===== src/rtl/rfa_pkg.sv =====
// shared types and constants of the fraction alu
// no dependencies; used by the interfaces, the divider and the top level
package rfa_pkg;

  localparam int unsigned OPERAND_WIDTH_DEF = 16;

  typedef enum logic [1:0] {
    OP_ADD = 2'd0,
    OP_SUB = 2'd1,
    OP_MUL = 2'd2,
    OP_DIV = 2'd3
  } opcode_e;

  typedef enum logic [3:0] {
    ST_IDLE,
    ST_GCD_TEST,
    ST_GCD_WAIT,
    ST_LQ_WAIT,
    ST_RQ_WAIT,
    ST_MUL_A,
    ST_MUL_B,
    ST_MUL_C,
    ST_FINISH
  } state_e;

endpackage


===== src/rtl/rfa_if.sv =====
// valid/ready channel interfaces for operand and result items
// depends on rfa_pkg for the default operand width
interface rfa_in_if #(
  parameter int unsigned OPERAND_WIDTH = rfa_pkg::OPERAND_WIDTH_DEF
);
  logic                            valid;
  logic                            ready;
  logic [1:0]                      opcode;
  logic signed [OPERAND_WIDTH-1:0] left_num;
  logic signed [OPERAND_WIDTH-1:0] left_den;
  logic signed [OPERAND_WIDTH-1:0] right_num;
  logic signed [OPERAND_WIDTH-1:0] right_den;

  modport source (
    output valid, opcode, left_num, left_den, right_num, right_den,
    input  ready
  );
  modport sink (
    input  valid, opcode, left_num, left_den, right_num, right_den,
    output ready
  );
endinterface

interface rfa_out_if #(
  parameter int unsigned OPERAND_WIDTH = rfa_pkg::OPERAND_WIDTH_DEF
);
  logic                              valid;
  logic                              ready;
  logic signed [2*OPERAND_WIDTH-1:0] result_num;
  logic signed [2*OPERAND_WIDTH-1:0] result_den;
  logic                              div_zero_error;

  modport source (
    output valid, result_num, result_den, div_zero_error,
    input  ready
  );
  modport sink (
    input  valid, result_num, result_den, div_zero_error,
    output ready
  );
endinterface


===== src/rtl/rfa_div.sv =====
// restoring unsigned divider, one quotient bit per cycle
// depends on rfa_pkg for the default width; shared by gcd steps and the two lcm quotients
module rfa_div #(
  parameter int unsigned OPERAND_WIDTH = rfa_pkg::OPERAND_WIDTH_DEF
) (
  input  logic                     clk_i,
  input  logic                     rst_ni,
  input  logic                     start_i,
  input  logic [OPERAND_WIDTH-1:0] dividend_i,
  input  logic [OPERAND_WIDTH-1:0] divisor_i,
  output logic                     done_o,
  output logic [OPERAND_WIDTH-1:0] quotient_o,
  output logic [OPERAND_WIDTH-1:0] remainder_o
);
  localparam int unsigned W  = OPERAND_WIDTH;
  localparam int unsigned CW = $clog2(W + 1);

  logic          busy_q;
  logic          done_q;
  logic [CW-1:0] cnt_q;
  logic [W-1:0]  quo_q;
  logic [W-1:0]  rem_q;
  logic [W-1:0]  dvs_q;

  logic [W:0]    shifted;
  logic [W:0]    diff;
  logic          fits;

  // one restoring step
  assign shifted = {rem_q, quo_q[W-1]};
  assign diff    = shifted - {1'b0, dvs_q};
  assign fits    = shifted >= {1'b0, dvs_q};

  // control: step counter and done pulse
  always_ff @(posedge clk_i or negedge rst_ni) begin
    if (!rst_ni) begin
      busy_q <= 1'b0;
      done_q <= 1'b0;
      cnt_q  <= '0;
    end else begin
      done_q <= 1'b0;
      if (start_i) begin
        busy_q <= 1'b1;
        cnt_q  <= CW'(W);
      end else if (busy_q) begin
        cnt_q <= cnt_q - CW'(1);
        if (cnt_q == CW'(1)) begin
          busy_q <= 1'b0;
          done_q <= 1'b1;
        end
      end
    end
  end

  // data: partial remainder and quotient shift register
  always_ff @(posedge clk_i) begin
    if (start_i) begin
      quo_q <= dividend_i;
      rem_q <= '0;
      dvs_q <= divisor_i;
    end else if (busy_q) begin
      quo_q <= {quo_q[W-2:0], fits};
      rem_q <= fits ? diff[W-1:0] : shifted[W-1:0];
    end
  end

  assign done_o      = done_q;
  assign quotient_o  = quo_q;
  assign remainder_o = rem_q;

endmodule


===== src/rtl/rational_fraction_alu.sv =====
// channel    dir  handshake    payload
// in_i       in   valid/ready  opcode, left_num, left_den, right_num, right_den
// out_o      out  valid/ready  result_num, result_den, div_zero_error
//
// mul/div run mul_a and mul_c, then the result register loads in finish;
// add/sub with a zero denominator go straight to finish; other add/sub run
// euclid steps on the shared divider, two lcm quotient divisions and three
// multiplies; in_i is ready only in idle
// the result register holds until taken, the next item may enter meanwhile
// reset is asynchronous active low and clears sequencer and output valid
module rational_fraction_alu #(
  parameter int unsigned OPERAND_WIDTH = rfa_pkg::OPERAND_WIDTH_DEF
) (
  input  logic      clk_i,
  input  logic      rst_ni,
  rfa_in_if.sink    in_i,
  rfa_out_if.source out_o
);
  import rfa_pkg::*;

  localparam int unsigned W  = OPERAND_WIDTH;
  localparam int unsigned RW = 2 * W;
  localparam int unsigned QW = W + 1;
  localparam int unsigned PW = 2 * QW;

  state_e state_q, state_d;

  // captured operands
  opcode_e             op_q;
  logic signed [W-1:0] ln_q, ld_q, rn_q, rd_q;
  logic                err_q;
  logic                addsub;

  // euclid and quotient registers
  logic [W-1:0]         a_q, b_q;
  logic signed [QW-1:0] lq_q, rq_q;
  logic [W-1:0]         mag_ld, mag_rd, in_mag_ld, in_mag_rd;

  // products
  logic [RW-1:0]        num_q, den_q, prod_q;
  logic signed [QW-1:0] mul_a, mul_b;
  logic signed [PW-1:0] product;
  logic [RW-1:0]        prod_trunc;

  // divider hookup
  logic         div_start;
  logic [W-1:0] div_dividend, div_divisor;
  logic         div_done;
  logic [W-1:0] div_quo, div_rem;

  // output register
  logic                 out_valid_q, out_valid_d;
  logic                 load_out;
  logic [RW-1:0]        res_num_q, res_den_q;
  logic                 res_err_q;

  logic                 in_ready;
  logic                 accept;
  logic                 in_addsub;
  logic                 in_err;

  assign in_ready = (state_q == ST_IDLE);
  assign accept   = in_i.valid && in_ready;
  assign addsub   = (op_q == OP_ADD) || (op_q == OP_SUB);

  // magnitudes of denominators
  assign in_mag_ld = in_i.left_den[W-1]  ? W'(0) - $unsigned(in_i.left_den)
                                         : $unsigned(in_i.left_den);
  assign in_mag_rd = in_i.right_den[W-1] ? W'(0) - $unsigned(in_i.right_den)
                                         : $unsigned(in_i.right_den);
  assign mag_ld    = ld_q[W-1] ? W'(0) - $unsigned(ld_q) : $unsigned(ld_q);
  assign mag_rd    = rd_q[W-1] ? W'(0) - $unsigned(rd_q) : $unsigned(rd_q);

  // zero denominator check on the incoming item
  always_comb begin
    in_addsub = (opcode_e'(in_i.opcode) == OP_ADD) || (opcode_e'(in_i.opcode) == OP_SUB);
    if (opcode_e'(in_i.opcode) == OP_DIV) begin
      in_err = (in_i.left_den == '0) || (in_i.right_num == '0);
    end else begin
      in_err = (in_i.left_den == '0) || (in_i.right_den == '0);
    end
  end

  // next state
  always_comb begin
    state_d = state_q;
    unique case (state_q)
      ST_IDLE: begin
        if (accept) begin
          if (in_addsub) begin
            state_d = in_err ? ST_FINISH : ST_GCD_TEST;
          end else begin
            state_d = ST_MUL_A;
          end
        end
      end
      ST_GCD_TEST: state_d = (b_q == '0) ? ST_LQ_WAIT : ST_GCD_WAIT;
      ST_GCD_WAIT: if (div_done) state_d = ST_GCD_TEST;
      ST_LQ_WAIT:  if (div_done) state_d = ST_RQ_WAIT;
      ST_RQ_WAIT:  if (div_done) state_d = ST_MUL_A;
      ST_MUL_A:    state_d = addsub ? ST_MUL_B : ST_MUL_C;
      ST_MUL_B:    state_d = ST_MUL_C;
      ST_MUL_C:    state_d = ST_FINISH;
      ST_FINISH:   if (!out_valid_q || out_o.ready) state_d = ST_IDLE;
      default:     state_d = ST_IDLE;
    endcase
  end

  // sequencer outputs: divider start, multiplier operands and result load
  always_comb begin
    div_start    = 1'b0;
    div_dividend = a_q;
    div_divisor  = b_q;
    mul_a        = QW'(ln_q);
    mul_b        = QW'(rd_q);
    load_out     = 1'b0;
    unique case (state_q)
      ST_GCD_TEST: begin
        div_start = 1'b1;
        if (b_q == '0) begin
          div_dividend = mag_ld;
          div_divisor  = a_q;
        end
      end
      ST_LQ_WAIT: begin
        div_start    = div_done;
        div_dividend = mag_rd;
        div_divisor  = a_q;
      end
      ST_MUL_A: begin
        mul_a = QW'(ln_q);
        if (addsub) begin
          mul_b = rq_q;
        end else if (op_q == OP_MUL) begin
          mul_b = QW'(rn_q);
        end else begin
          mul_b = QW'(rd_q);
        end
      end
      ST_MUL_B: begin
        mul_a = QW'(rn_q);
        mul_b = lq_q;
      end
      ST_MUL_C: begin
        mul_a = addsub ? lq_q : QW'(ld_q);
        mul_b = (op_q == OP_DIV) ? QW'(rn_q) : QW'(rd_q);
      end
      ST_FINISH: load_out = !out_valid_q || out_o.ready;
      default: ;
    endcase
  end

  // shared multiplier, result always lands in a register
  assign product    = mul_a * mul_b;
  assign prod_trunc = product[RW-1:0];

  // operand, euclid, quotient and product registers
  always_ff @(posedge clk_i) begin
    if (accept) begin
      op_q  <= opcode_e'(in_i.opcode);
      ln_q  <= in_i.left_num;
      ld_q  <= in_i.left_den;
      rn_q  <= in_i.right_num;
      rd_q  <= in_i.right_den;
      err_q <= in_err;
      a_q   <= in_mag_ld;
      b_q   <= in_mag_rd;
    end
    if (state_q == ST_GCD_WAIT && div_done) begin
      a_q <= b_q;
      b_q <= div_rem;
    end
    if (state_q == ST_LQ_WAIT && div_done) begin
      lq_q <= ld_q[W-1] ? -$signed({1'b0, div_quo}) : $signed({1'b0, div_quo});
    end
    if (state_q == ST_RQ_WAIT && div_done) begin
      rq_q <= rd_q[W-1] ? -$signed({1'b0, div_quo}) : $signed({1'b0, div_quo});
    end
    if (state_q == ST_MUL_A) begin
      num_q <= prod_trunc;
    end
    if (state_q == ST_MUL_B) begin
      prod_q <= prod_trunc;
    end
    if (state_q == ST_MUL_C) begin
      den_q <= prod_trunc;
      if (addsub) begin
        num_q <= (op_q == OP_ADD) ? num_q + prod_q : num_q - prod_q;
      end
    end
  end

  // result register, zeroed on error
  always_ff @(posedge clk_i) begin
    if (load_out) begin
      res_num_q <= err_q ? '0 : num_q;
      res_den_q <= err_q ? '0 : den_q;
      res_err_q <= err_q;
    end
  end

  always_comb begin
    if (load_out) begin
      out_valid_d = 1'b1;
    end else if (out_o.ready) begin
      out_valid_d = 1'b0;
    end else begin
      out_valid_d = out_valid_q;
    end
  end

  // control state
  always_ff @(posedge clk_i or negedge rst_ni) begin
    if (!rst_ni) begin
      state_q     <= ST_IDLE;
      out_valid_q <= 1'b0;
    end else begin
      state_q     <= state_d;
      out_valid_q <= out_valid_d;
    end
  end

  rfa_div #(
    .OPERAND_WIDTH(W)
  ) u_rfa_div (
    .clk_i,
    .rst_ni,
    .start_i    (div_start),
    .dividend_i (div_dividend),
    .divisor_i  (div_divisor),
    .done_o     (div_done),
    .quotient_o (div_quo),
    .remainder_o(div_rem)
  );

  assign in_i.ready           = in_ready;
  assign out_o.valid          = out_valid_q;
  assign out_o.result_num     = $signed(res_num_q);
  assign out_o.result_den     = $signed(res_den_q);
  assign out_o.div_zero_error = res_err_q;

endmodule


===== src/flat_wrapper.sv =====
// flat-port wrapper written by rule: the top's interface ports become plain ports
module rational_fraction_alu_flat import rfa_pkg::*;
#(
  parameter int unsigned OPERAND_WIDTH = rfa_pkg::OPERAND_WIDTH_DEF
)
  (clk_i, rst_ni, in_i_valid, in_i_opcode, in_i_left_num, in_i_left_den, in_i_right_num, in_i_right_den, in_i_ready, out_o_valid, out_o_result_num, out_o_result_den, out_o_div_zero_error, out_o_ready);
  rfa_in_if #(.OPERAND_WIDTH(OPERAND_WIDTH)) in_i_i ();
  rfa_out_if #(.OPERAND_WIDTH(OPERAND_WIDTH)) out_o_i ();
  input  logic clk_i;
  input  logic rst_ni;
  input wire logic [$bits(in_i_i.valid)-1:0] in_i_valid;
  input wire logic [$bits(in_i_i.opcode)-1:0] in_i_opcode;
  input wire logic [$bits(in_i_i.left_num)-1:0] in_i_left_num;
  input wire logic [$bits(in_i_i.left_den)-1:0] in_i_left_den;
  input wire logic [$bits(in_i_i.right_num)-1:0] in_i_right_num;
  input wire logic [$bits(in_i_i.right_den)-1:0] in_i_right_den;
  output wire logic [$bits(in_i_i.ready)-1:0] in_i_ready;
  output wire logic [$bits(out_o_i.valid)-1:0] out_o_valid;
  output wire logic [$bits(out_o_i.result_num)-1:0] out_o_result_num;
  output wire logic [$bits(out_o_i.result_den)-1:0] out_o_result_den;
  output wire logic [$bits(out_o_i.div_zero_error)-1:0] out_o_div_zero_error;
  input wire logic [$bits(out_o_i.ready)-1:0] out_o_ready;
  assign in_i_i.valid = in_i_valid;
  assign in_i_i.opcode = in_i_opcode;
  assign in_i_i.left_num = in_i_left_num;
  assign in_i_i.left_den = in_i_left_den;
  assign in_i_i.right_num = in_i_right_num;
  assign in_i_i.right_den = in_i_right_den;
  assign in_i_ready = in_i_i.ready;
  assign out_o_valid = out_o_i.valid;
  assign out_o_result_num = out_o_i.result_num;
  assign out_o_result_den = out_o_i.result_den;
  assign out_o_div_zero_error = out_o_i.div_zero_error;
  assign out_o_i.ready = out_o_ready;
  rational_fraction_alu #(.OPERAND_WIDTH(OPERAND_WIDTH)) u_core (.clk_i(clk_i), .rst_ni(rst_ni), .in_i(in_i_i), .out_o(out_o_i));
endmodule

===== config.mk =====
export PLATFORM = sky130hd
export DESIGN_NAME = rational_fraction_alu_flat
export DESIGN_NICKNAME = d
export VERILOG_FILES = /design/src/rtl/rfa_pkg.sv /design/src/rtl/rfa_if.sv /design/src/rtl/rfa_div.sv /design/src/rtl/rational_fraction_alu.sv /design/src/flat_wrapper.sv
export SDC_FILE = /design/constraint.sdc
export NUM_CORES = 2
export LEC_CHECK = 0
export ABC_AREA = 1
export CAP_MARGIN = 10
export CORE_MARGIN = 2
export CORE_UTILIZATION = 55
export DETAILED_ROUTE_END_ITERATION = 8
export DONT_BUFFER_PORTS = 1
export GPL_TIMING_DRIVEN = 0
export PLACE_DENSITY = 0.7
export SYNTH_ARGS = -nofsm -noshare
export SYNTH_HDL_FRONTEND = slang
export SYNTH_SLANG_ARGS = --single-unit

===== constraint.sdc =====
create_clock -name clk_i -period 9.2 [get_ports clk_i]
set_input_delay 1.84 -clock clk_i [delete_from_list [all_inputs] [get_ports clk_i]]
set_output_delay 1.84 -clock clk_i [all_outputs]
set_load 0.02 [all_outputs]

==> out/metrics.csv <==
stage;metric;value;unit
timing;setup ws final;0.5774;ns
synth;Top FF cell, synth;edfxtp_1;
floorplanning;Starting Density;0.5594;
timing;final period utilization;0.9372;
place;Final GP Congestion;1.005;
worst_setup_path;Worst setup SP type;register;
synth;register bit count reported by yosys;354;
synth;Mapped Area;0.03022;sq mm
drt;Vias;24582;
worst_setup_path;Setup crit end kind;register;
grt;Overflow after GRT;0;
clock_tree;CTS resizes;0;
synth;area share of the largest cell type after synthesis;0.2921;
synth;Synth top cells by count;inv_1 (670), nand2_1 (635), nor2_1 (464), edfxtp_1 (294), fa_1 (284);
timing;RSZ-0062 raised after global routing;no;
timing;min cycle time layout;8.623;ns
timing;achievable frequency;0.1160;GHz
floorplanning;Core ar.;0.05403;sq mm
grt;largest net degree at the start of global routing;42;
clock_tree;CTS tree;yes;
cells_and_area;Layout fillers;4867;
clock_tree;Post-CTS Setup Inserts;0;
cells_and_area;share of layout cells above drive strength 1;0.04744;
worst_setup_path;CP required;9.70;ns
drt;DRC violations left;0;
drt;Metal-1 WL;36.81;mm
synth;synthesized instance count;3569;
grt;initial antenna violation count;2;
synth;Synth cell types;62;
clock_tree;H-Tree Level Count;2;
drt;Routed Antenna Nets;0;
worst_setup_path;critical path buffer and inverter count;11;
cells_and_area;Layout Nets;4107;
floorplanning;die area;0.05684;sq mm
synth;top post-synthesis cells by area;edfxtp_1 (29%), fa_1 (19%), inv_1 (8.3%);
drt;vias per cell;5.658;
outcome;outcome;finished, final reports clean;
grt;first-pass GRT wire length;139.0;mm
synth;syn_nets;4060;
clock_tree;clk buf depth;3;
synth;most common cell in the netlist;inv_1;
clock_tree;# clock sinks;354;
timing;# setup viols final;0;
drt;Max Used Layer;met4;
worst_setup_path;CP Class;reg -> reg;
place;DP Worst Slack;0.2015;ns
job;# Max-Cap Violations;0;
clock_tree;Worst-path clk slew;0.07;ns
synth;number of flops mapped to enable cells by yosys;294;
timing;final hold viol count;0;
synth;Yosys top cell by area;edfxtp_1;
drt;total wire length;89.83;mm
drt;DRT iter0 DRCs;2401;
hold_path;hold crit path type;reg -> reg;
drt;WL met3;7.885;mm
worst_setup_path;slowest CP cell;inv_2;
clock_tree;Root Driver;clkbuf_16;
timing;Slew headroom;0.3311;
drt;WL per Instance;20.68;um
timing;fin. max-slew vios;0;
timing;setup TNS;0;ns
timing;Min Hold Slack;0.5028;ns
synth;synth warn;0;
synth;syn avg cell area;8.468;sq um
floorplanning;Top Ports;137;
floorplanning;die span in y;238.4;um
worst_setup_path;CP top delay family;adder cells;
floorplanning;Die X;238.4;um
grt;Total GRT Usage;0.3244;
place;port bufs;0;
place;DP HPWL;73.01;mm
timing;Setup Skew;0.02302;ns
synth;sequential element share of the synthesized area;0.3338;
clock_tree;# hold bufs at CTS;0;
grt;vias in the first global route;24415;
clock_tree;clk_lat worst skew;0.57;ns
timing;Worst-Margin Slew;0.9942;ns
clock_tree;CTS buffer count;39;
cells_and_area;Syn-to-layout area delta;7.605;%
worst_setup_path;critical path arrival;9.13;ns
drt;TritonRoute pass-1 iters;6;
floorplanning;# rows;85;
drt;met2 routed WL;41.33;mm
worst_setup_path;CP max FO;41;
worst_setup_path;slowest cell delay on critical path;0.67;ns
synth;Post-synth ARST share;0.03390;
cells in the final DEF, fill, tap and decap left out, drive strengths merged, types with 8 or more instances in the layout:
cell / count
nor4: 12
o21bai: 20
o22ai: 13
clkbuf: 105
a31oi: 12
o211ai: 32
edfxtp: 294
ha: 137
nor2: 477
xor2: 77
buf: 51
a21o: 8
inv: 690
a21oi: 188
nand2: 641
nand4: 21
a221oi: 15
dfxtp: 48
clkinv: 23
xnor2: 39
nor3: 43
fa: 284
nand3: 133
o21a: 16
dfrtp: 12
o21ai: 184
or2: 12
per-layer routing:
| layer | vias to the layer above | GRT usage |
|---|---|---|
| li1 | 11491 | - |
| met2 | 1117 | 0.5278 |
| met3 | 204 | 0.06050 |
| met1 | 11770 | 0.4332 |
| met5 | - | 0 |
| met4 | 0 | 0.1239 |
final timing paths:
check	startpoint	cells past startpoint	endpoint	slack, ns
worst min-delay path	u_core.u_rfa_div.remainder_o[1]	2	u_core.u_rfa_div.remainder_o[2]	0.50
worst max register to register	u_core.state_q[1]	33	u_core.num_q[20]	0.58
min in group asynchronous	rst_ni	0	u_core.u_rfa_div.busy_q	0.96
max in group asynchronous	rst_ni	0	u_core.u_rfa_div.cnt_q[2]	8.16
worst min register to register	u_core.u_rfa_div.remainder_o[1]	2	u_core.u_rfa_div.remainder_o[2]	0.50
worst max-delay path	u_core.state_q[1]	33	u_core.num_q[20]	0.58
flip-flops by register name (all words and copies together), names as in the netlist, 17 cells and up:
name and cells:
u_core.out_o.result_num 32, u_core.den_q 32, u_core.rq_q 17, u_core.prod_q 32, u_core.lq_q 17, u_core.out_o.result_den 32
u_core.num_q 32
tightest hold or removal path, cell delays in order (launching register included):
cell and delay (ns):
dfxtp_1 0.35, o21ai_1 0.08, nand2_1 0.04
cell families (layout without fill, tap and decap cells):
kind of cell	count (synthesis)	after routing	synth area share
DFF	354	354	0.3338
other	0	2	0
xor gates and xnor gates	116	116	0.03362
adders and majority gates	421	421	0.2448
and+or+nand+nor	1350	1350	0.1827
buffers and inverters	796	874	0.1013
AOI/OAI and AO/OA	532	532	0.1037
metrics by stage:
step | std cells | utilization | cell area [sq um]
final | 4345 | 0.6020 | 32520
after global routing | 4343 | 0.6019 | 32520
after CTS | 4342 | 0.6015 | 32500
after detailed placement | 4270 | 0.5778 | 31220
after global placement | 4265 | 0.5755 | 31090
after floorplan | 3569 | - | 30220
area by class of cell:
| class | instances | area (sq um) | share of cell area |
|---|---|---|---|
| buffer | 102 | 457.9 | 0.01408 |
| timing repair buffer | 6 | 115.1 | 0.003539 |
| inverter | 694 | 2605 | 0.08010 |
| multi-input combinational | 2419 | 17100 | 0.5258 |
| sequential | 354 | 10090 | 0.3102 |
| clock buffer | 48 | 1051 | 0.03232 |
| tap | 696 | 870.8 | 0.02678 |
| clock inverter | 24 | 227.7 | 0.007002 |
| antenna | 2 | 5.005 | 0.0001539 |
Power is left out: the tool's default activity adds up to more than one toggle a clock period on the data nets, which glitch-free logic cannot reach.
